--- config.mk ---
export PLATFORM = sky130hd
export DESIGN_NAME = ordered_queue_remove_by_key
export DESIGN_NICKNAME = d
export VERILOG_FILES = /design/src/rtl/oqrk_pkg.sv /design/src/rtl/oqrk_store.sv /design/src/rtl/ordered_queue_remove_by_key.sv
export SDC_FILE = /design/constraint.sdc
export NUM_CORES = 1
export LEC_CHECK = 0
export ABC_AREA = 1
export CAP_MARGIN = 20
export CORE_UTILIZATION = 50
export CTS_CLUSTER_DIAMETER = 50
export DETAILED_ROUTE_END_ITERATION = 7
export DONT_BUFFER_PORTS = 1
export MAX_ROUTING_LAYER = met4
export SYNTH_ARGS = -nofsm -noshare
export SYNTH_HDL_FRONTEND = slang
export SYNTH_SLANG_ARGS = --single-unit
--- constraint.sdc ---
create_clock -name clock -period 7.62 [get_ports clock]
set_input_delay 0.381 -clock clock [delete_from_list [all_inputs] [get_ports clock]]
set_output_delay 0.381 -clock clock [all_outputs]
set_load 0.02 [all_outputs]
--- src/rtl/oqrk_pkg.sv ---
package oqrk_pkg;

   localparam int DEPTH = 16;
   localparam int IDX_W = $clog2(DEPTH);
   localparam int CNT_W = $clog2(DEPTH + 1);

   localparam int CMD_W = 2;
   localparam int KEY_W = 31;
   localparam int PAY_W = 32;
   localparam int STATUS_W = 3;
   localparam int POS_W = 4;

   localparam logic [CMD_W-1:0] CMD_APPEND = 2'd0;
   localparam logic [CMD_W-1:0] CMD_REMOVE = 2'd1;
   localparam logic [CMD_W-1:0] CMD_DUMP = 2'd2;

   localparam logic [STATUS_W-1:0] ST_DONE = 3'd0;
   localparam logic [STATUS_W-1:0] ST_FULL = 3'd1;
   localparam logic [STATUS_W-1:0] ST_NOKEY = 3'd2;
   localparam logic [STATUS_W-1:0] ST_ENTRY = 3'd3;
   localparam logic [STATUS_W-1:0] ST_EMPTY = 3'd4;

   typedef struct packed {
      logic [KEY_W-1:0] key;
      logic [PAY_W-1:0] payload;
   } record_type;

endpackage

--- src/rtl/oqrk_store.sv ---
module oqrk_store (
   input  logic                       clock,
   input  logic                       wr_en,
   input  logic [oqrk_pkg::IDX_W-1:0] wr_addr,
   input  oqrk_pkg::record_type       wr_rec,
   input  logic [oqrk_pkg::IDX_W-1:0] rd_addr,
   output oqrk_pkg::record_type       rd_rec
);
   import oqrk_pkg::*;

   record_type records_ff [DEPTH];
   record_type rd_ff;

   always_ff @(posedge clock) begin
      if (wr_en) begin
         records_ff[wr_addr] <= wr_rec;
      end
   end

   always_ff @(posedge clock) begin
      rd_ff <= records_ff[rd_addr];
   end

   assign rd_rec = rd_ff;

endmodule

--- src/rtl/ordered_queue_remove_by_key.sv ---
// Remove: one stored record compared or moved per cycle by the shared key
// comparator and the record store, which has one write and one read port.
// Dump: one record word per cycle while the result side is ready. One
// command is in work at a time; a new one is taken after the last result
// word is registered. Reset empties the list at once; the record store
// itself is not cleared.
module ordered_queue_remove_by_key (
   input  logic                          clock,
   input  logic                          reset,
   input  logic                          req_valid,
   output logic                          req_ready,
   input  logic [oqrk_pkg::CMD_W-1:0]    req_command,
   input  logic [oqrk_pkg::KEY_W-1:0]    req_key,
   input  logic [oqrk_pkg::PAY_W-1:0]    req_payload,
   output logic                          rsp_valid,
   input  logic                          rsp_ready,
   output logic [oqrk_pkg::STATUS_W-1:0] rsp_status,
   output logic [oqrk_pkg::KEY_W-1:0]    rsp_entry_key,
   output logic [oqrk_pkg::PAY_W-1:0]    rsp_entry_payload,
   output logic [oqrk_pkg::POS_W-1:0]    rsp_position,
   output logic                          rsp_last
);
   import oqrk_pkg::*;

   localparam logic [2:0] S_IDLE = 3'd0;
   localparam logic [2:0] S_SEARCH = 3'd1;
   localparam logic [2:0] S_SHIFT = 3'd2;
   localparam logic [2:0] S_DUMP = 3'd3;
   localparam logic [2:0] S_FINISH = 3'd4;

   logic [2:0]          state_ff, state_in;
   logic [IDX_W-1:0]    idx_ff, idx_in;
   logic [CNT_W-1:0]    count_ff, count_in;
   logic [KEY_W-1:0]    key_ff, key_in;
   logic [STATUS_W-1:0] status_ff, status_in;

   logic                rsp_valid_ff;
   logic [STATUS_W-1:0] rsp_status_ff;
   logic [KEY_W-1:0]    rsp_key_ff;
   logic [PAY_W-1:0]    rsp_payload_ff;
   logic [POS_W-1:0]    rsp_position_ff;
   logic                rsp_last_ff;

   logic                wr_en;
   logic [IDX_W-1:0]    wr_addr;
   record_type          wr_rec;
   logic [IDX_W-1:0]    rd_addr;
   record_type          rd_rec;

   logic                out_free;
   logic                emit;
   logic [STATUS_W-1:0] emit_status;
   logic [KEY_W-1:0]    emit_key;
   logic [PAY_W-1:0]    emit_payload;
   logic [POS_W-1:0]    emit_position;
   logic                emit_last;

   logic [IDX_W-1:0]    idx_next;
   logic [IDX_W-1:0]    idx_next2;
   logic [CNT_W-1:0]    idx_inc_cnt;
   logic                key_hit;

   oqrk_store u_store (
      .clock   (clock),
      .wr_en   (wr_en),
      .wr_addr (wr_addr),
      .wr_rec  (wr_rec),
      .rd_addr (rd_addr),
      .rd_rec  (rd_rec)
   );

   assign req_ready = (state_ff == S_IDLE);
   assign out_free = !rsp_valid_ff || rsp_ready;

   assign idx_next = idx_ff + 1'b1;
   assign idx_next2 = idx_ff + IDX_W'(2);
   assign idx_inc_cnt = CNT_W'(idx_ff) + 1'b1;
   // shared comparator: stored key against the key being removed
   assign key_hit = (rd_rec.key == key_ff);

   always_comb begin
      state_in = state_ff;
      idx_in = idx_ff;
      count_in = count_ff;
      key_in = key_ff;
      status_in = status_ff;
      rd_addr = idx_ff;
      wr_en = 1'b0;
      wr_addr = count_ff[IDX_W-1:0];
      wr_rec = '{key: req_key, payload: req_payload};
      emit = 1'b0;
      emit_status = ST_DONE;
      emit_key = '0;
      emit_payload = '0;
      emit_position = '0;
      emit_last = 1'b1;
      unique case (state_ff)
         S_IDLE: begin
            rd_addr = '0;
            if (req_valid) begin
               idx_in = '0;
               state_in = S_FINISH;
               unique case (req_command)
                  CMD_APPEND: begin
                     if (count_ff == CNT_W'(DEPTH)) begin
                        status_in = ST_FULL;
                     end else begin
                        wr_en = 1'b1;
                        count_in = count_ff + 1'b1;
                        status_in = ST_DONE;
                     end
                  end
                  CMD_REMOVE: begin
                     key_in = req_key;
                     if (count_ff == '0) begin
                        status_in = ST_NOKEY;
                     end else begin
                        state_in = S_SEARCH;
                     end
                  end
                  CMD_DUMP: begin
                     if (count_ff == '0) begin
                        status_in = ST_EMPTY;
                     end else begin
                        state_in = S_DUMP;
                     end
                  end
                  default: begin
                     status_in = ST_DONE;
                  end
               endcase
            end
         end
         S_SEARCH: begin
            if (key_hit) begin
               // fetch the record behind the hole
               rd_addr = idx_next;
               state_in = S_SHIFT;
            end else if (idx_inc_cnt == count_ff) begin
               status_in = ST_NOKEY;
               state_in = S_FINISH;
            end else begin
               idx_in = idx_next;
               rd_addr = idx_next;
            end
         end
         S_SHIFT: begin
            if (idx_inc_cnt < count_ff) begin
               wr_en = 1'b1;
               wr_addr = idx_ff;
               wr_rec = rd_rec;
               idx_in = idx_next;
               rd_addr = idx_next2;
            end else begin
               count_in = count_ff - 1'b1;
               status_in = ST_DONE;
               state_in = S_FINISH;
            end
         end
         S_DUMP: begin
            if (out_free) begin
               emit = 1'b1;
               emit_status = ST_ENTRY;
               emit_key = rd_rec.key;
               emit_payload = rd_rec.payload;
               emit_position = POS_W'(idx_ff);
               emit_last = (idx_inc_cnt == count_ff);
               if (idx_inc_cnt == count_ff) begin
                  state_in = S_IDLE;
               end else begin
                  idx_in = idx_next;
                  rd_addr = idx_next;
               end
            end
         end
         S_FINISH: begin
            if (out_free) begin
               emit = 1'b1;
               emit_status = status_ff;
               state_in = S_IDLE;
            end
         end
         default: begin
            state_in = S_IDLE;
         end
      endcase
   end

   always_ff @(posedge clock) begin
      if (reset) begin
         state_ff <= S_IDLE;
         count_ff <= '0;
         idx_ff <= '0;
         rsp_valid_ff <= 1'b0;
      end else begin
         state_ff <= state_in;
         count_ff <= count_in;
         idx_ff <= idx_in;
         if (emit) begin
            rsp_valid_ff <= 1'b1;
         end else if (rsp_ready) begin
            rsp_valid_ff <= 1'b0;
         end
      end
   end

   always_ff @(posedge clock) begin
      key_ff <= key_in;
      status_ff <= status_in;
      if (emit) begin
         rsp_status_ff <= emit_status;
         rsp_key_ff <= emit_key;
         rsp_payload_ff <= emit_payload;
         rsp_position_ff <= emit_position;
         rsp_last_ff <= emit_last;
      end
   end

   assign rsp_valid = rsp_valid_ff;
   assign rsp_status = rsp_status_ff;
   assign rsp_entry_key = rsp_key_ff;
   assign rsp_entry_payload = rsp_payload_ff;
   assign rsp_position = rsp_position_ff;
   assign rsp_last = rsp_last_ff;

`ifndef SYNTH
   a_count_bound: assert property (@(posedge clock) disable iff (reset)
      count_ff <= CNT_W'(DEPTH))
      else $error("record count above depth");

   a_count_step: assert property (@(posedge clock) disable iff (reset)
      (count_ff == $past(count_ff)) || (count_ff == $past(count_ff) + 1) ||
      (count_ff + 1 == $past(count_ff)))
      else $error("record count moved by more than one");

   a_idx_in_list: assert property (@(posedge clock) disable iff (reset)
      (state_ff == S_SEARCH || state_ff == S_SHIFT || state_ff == S_DUMP) |->
      (CNT_W'(idx_ff) < count_ff))
      else $error("walk index outside the list");

   a_accept_busy: assert property (@(posedge clock) disable iff (reset)
      (req_valid && req_ready) |=> (state_ff != S_IDLE))
      else $error("accepted word left sequencer idle");
`endif

endmodule

==> summary.md <==
| Metric | Value |
|---|---|
| Synthesis-to-layout area growth | 12.4% |
| Total core area | 0.102 sq mm |
| Total Wirelength | 136,000 um |
| CP max FO | 178 |
| Post-synthesis sequential area ratio | 67.7% |
| Clock root cell | clkbuf_16 |
| Min cycle time layout | 4900 ps |
| Fmax achieved | 0.204 GHz |
| Peak VDD IR | 0.000554 V |
| First-pass iteration count of the detailed router | 5 |
| Grt ovf | 0 |
| Actual slew at the worst max-slew pin | 1370 ps |
| Synth Register Bits | 1,189 |
| Worst path cell trace | ha_1, nand3_1, nand2_1, inv_1, ha_1, nand2_1, nor2_2, nand2_2, xor2_1, o21ai_1, nor2_1, nand3_4, buf_12, buf_4, nand3_1, nand3_1, nand3_1, nand3_1, nand2_1 |
| CTS tree | done |
| Buffers added on ports | 0 |
| Pwr dens | 389 mW/mm^2 |
| Die Ht | 323 um |
| Clock buffer count from CTS | 139 |
| CTS max path bufs | 3 |
| Syn_nets | 4,946 |
| Antenna violations before repair | 1 |
| Num rows | 117 |
| Worst setup SP type | register |
| Relative slew margins | 8.68% |
| Final Max Tran Viols | 0 |
| Dpl cells | 6,057 |
| H-tree Lvls | 4 |
| Clk slew on worst S/H paths | 60 ps |
| RD Place Congestion | 0.890 |
| Vias/cell | 5.46 |
| Post-route worst setup slack | 2720 ps |
| Mapped Area | 0.0516 sq mm |
| Setup WS pre-CTS | 2810 ps |
| Critical path arrival | 5520 ps |
| Wire per inst | 21.5 um |
| Vias in the first global route | 33,000 |
| CP top delay family | simple AND/OR/NAND/NOR gates |
| Fillcell total | 8,608 |
| Maximum cell stage delay along the critical path | 770 ps |
| Pin count of the biggest net entering global routing | 227 |
| Period utilisation layout | 64.3% |
| NumNets Final | 4,954 |
| Starting density of the core | 50.6% |
| Max Cap Viol | 0 |
| Detail Route Antenna Nets | 0 |
| Setup TNS | 0 ps |
| Final hold violations | 0 |
| CP Class | register to register |
| Slowest stage cell on the critical path | buf_4 |
| DRC violations left | 0 |
| DR iter-0 viols | 3,488 |
| Worst Hold Slack | 54.3 ps |
| Post-CTS Setup Repair Bufs | 0 |
| Worst Hold Class | input pin to register |
| First-pass GRT wire length | 205,000 um |
| Syn Inst Count | 4,862 |
| Share of cells above drive strength 1 | 7.41% |
| Leakage | 23.7 nW |
| Via count | 34,600 |
| Setup Viol. Count Final | 0 |
| Yosys warns | 0 |
| CP dominant cell by count | nand3_1 |
| CP Capture Type | register |
| Required time worst endpoint | 8240 ps |
| I/O Pins | 142 |
| Sink Count | 1,189 |
| Chip width | 323 um |
| Die area | 0.104 sq mm |
| Netlist cell types | 44 |
| Overall power | 0.0225 W |
| Post-route insts no fill | 6,351 |
| Total GRT Usage | 27.1% |
| Final Skew | 37.9 ps |
| Unrepaired setup endpoints after global routing | false |
| Critical path buffers and inverters | 3 |
| Run status | completed |
| Worst-skew pair later-pin latency | 750 ps |
| Mapped Avg Cell Area | 10.6 sq um |
| DPL Wire Length | 65,400 um |
==> area by class of cell <==
cell class / instances / area [sq um] / share of cell area [%]
Sequential cell: 1189 / 34900 / 60.3
Clock buffer: 199 / 3980 / 6.86
Clock inverter: 54 / 524 / 0.904
Tap cell: 1368 / 1710 / 2.95
Multi-Input combinational cell: 2624 / 12500 / 21.5
Inverter: 763 / 2880 / 4.98
Timing Repair Buffer: 153 / 1440 / 2.49
Antenna cell: 1 / 2.50 / 0.00432
==> cell usage in the layout, fill, tap and decap left out, drive strengths merged <==
| cell type | instances |
|---|---|
| a2111oi | 2 |
| a211oi | 2 |
| a21o | 1 |
| a21oi | 24 |
| a22oi | 1 |
| and2 | 1 |
| and3 | 1 |
| buf | 115 |
| bufinv | 7 |
| clkbuf | 199 |
| clkinv | 34 |
| clkinvlp | 4 |
| dfxtp | 76 |
| diode | 1 |
| dlygate4sd3 | 38 |
| edfxtp | 1113 |
| fa | 1 |
| ha | 14 |
| inv | 772 |
| nand2 | 1041 |
| nand3 | 1146 |
| nand3b | 128 |
| nand4 | 7 |
| nor2 | 137 |
| nor3 | 6 |
| nor3b | 2 |
| nor4 | 1 |
| nor4b | 1 |
| o211ai | 1 |
| o21ai | 93 |
| o21bai | 1 |
| o22ai | 6 |
| xnor2 | 3 |
| xor2 | 4 |
==> metal layers <==
layer	track usage, %	vias to the layer above	part of all wire (%)
met2	42.7	1269	47
met4	8.45	0	2.5
met1	36.4	16800	43
li1	-	16300	-
met5	-	-	0
met3	4.10	242	7.2
==> tightest hold or removal path, cell delays in order <==
cell and delay (ps):
nand2_1 30, o21ai_0 60, buf_4 190
==> path summary, 6_finish.rpt <==
kind                            startpoint                                  end  slack, ps  cells past startpoint
hold / removal                  req_key[1]  u_store.records_ff[1][33]$_DFFE_PP_         50                      3
setup reg to reg    idx_ff[2]$_SDFFE_PP0P_           u_store.rd_rec[27]$_DFF_P_       2720                     19
setup / recovery    idx_ff[2]$_SDFFE_PP0P_           u_store.rd_rec[27]$_DFF_P_       2720                     19
hold reg to reg   count_ff[4]$_SDFFE_PP0P_             count_ff[4]$_SDFFE_PP0P_        490                      1
==> synth_stat cells, drive strengths merged <==
cell	number	area (sq um)
o22ai	6	37.5
clkbuf	85	319
ha	14	175
nand3	1146	5750
xor2	4	35.0
nor3	6	46.3
a211oi	2	15.0
nand2	1041	3920
o21bai	1	7.51
nor4	1	6.26
and2	1	6.26
o211ai	1	12.5
buf	201	1160
nor4b	1	8.76
nor3b	2	15.0
a2111oi	2	17.5
nand3b	128	961
nand4	7	43.8
dfxtp	76	1520
inv	763	2870
a22oi	1	21.3
o21ai	93	469
a21o	1	7.51
a21oi	24	120
edfxtp	1113	33400
xnor2	3	26.3
nor2	137	566
fa	1	20.0
and3	1	6.26
==> registers in the layout (all words and copies together) (netlist names) <==
signal / count
key_ff: 31
u_store.records_ff: 1008
count_ff: 5
u_store.rd_rec: 63
rsp_status: 3
rsp_valid: 1
rsp_last: 1
rsp_entry_payload: 32
idx_ff: 4
status_ff: 3
rsp_position: 4
state_ff: 3
rsp_entry_key: 31
==> kinds of logic (layout without fill, tap and decap cells) <==
family / count (synthesis) / in the layout / share of synthesized area (%)
and+or+nand+nor: 2471 / 2471 / 22.0
DFF: 1189 / 1189 / 67.7
buffers and inverters: 1049 / 1169 / 8.43
AOI/OAI and AO/OA: 131 / 131 / 1.37
adders and majority gates: 15 / 15 / 0.378
xor gates and xnor gates: 7 / 7 / 0.119
other: 0 / 1 / 0
==> what timing repair did <==
action | CTS | global route
hold endpoints to repair | 49 | 3
gates resized for setup | 0 | 0
hold buffers | 36 | 2
endpoints found under the setup margin | 0 | 0
==> stage by stage <==
stage	instance area [sq um]	utilization, %
after global routing	58000	56.8
after global placement	53100	52.0
final	58000	56.8
after detailed placement	53100	52.0
after floorplan	51600	-
after CTS	57900	56.8
==> report_power, final <==
part	internal, W	switching, W	leakage, nW
combinational	0.00217	0.00583	10.9
sequential	0.00766	0.000349	10.7
clock	0.00388	0.00262	2.18
Power figures use the tool's default switching activity.
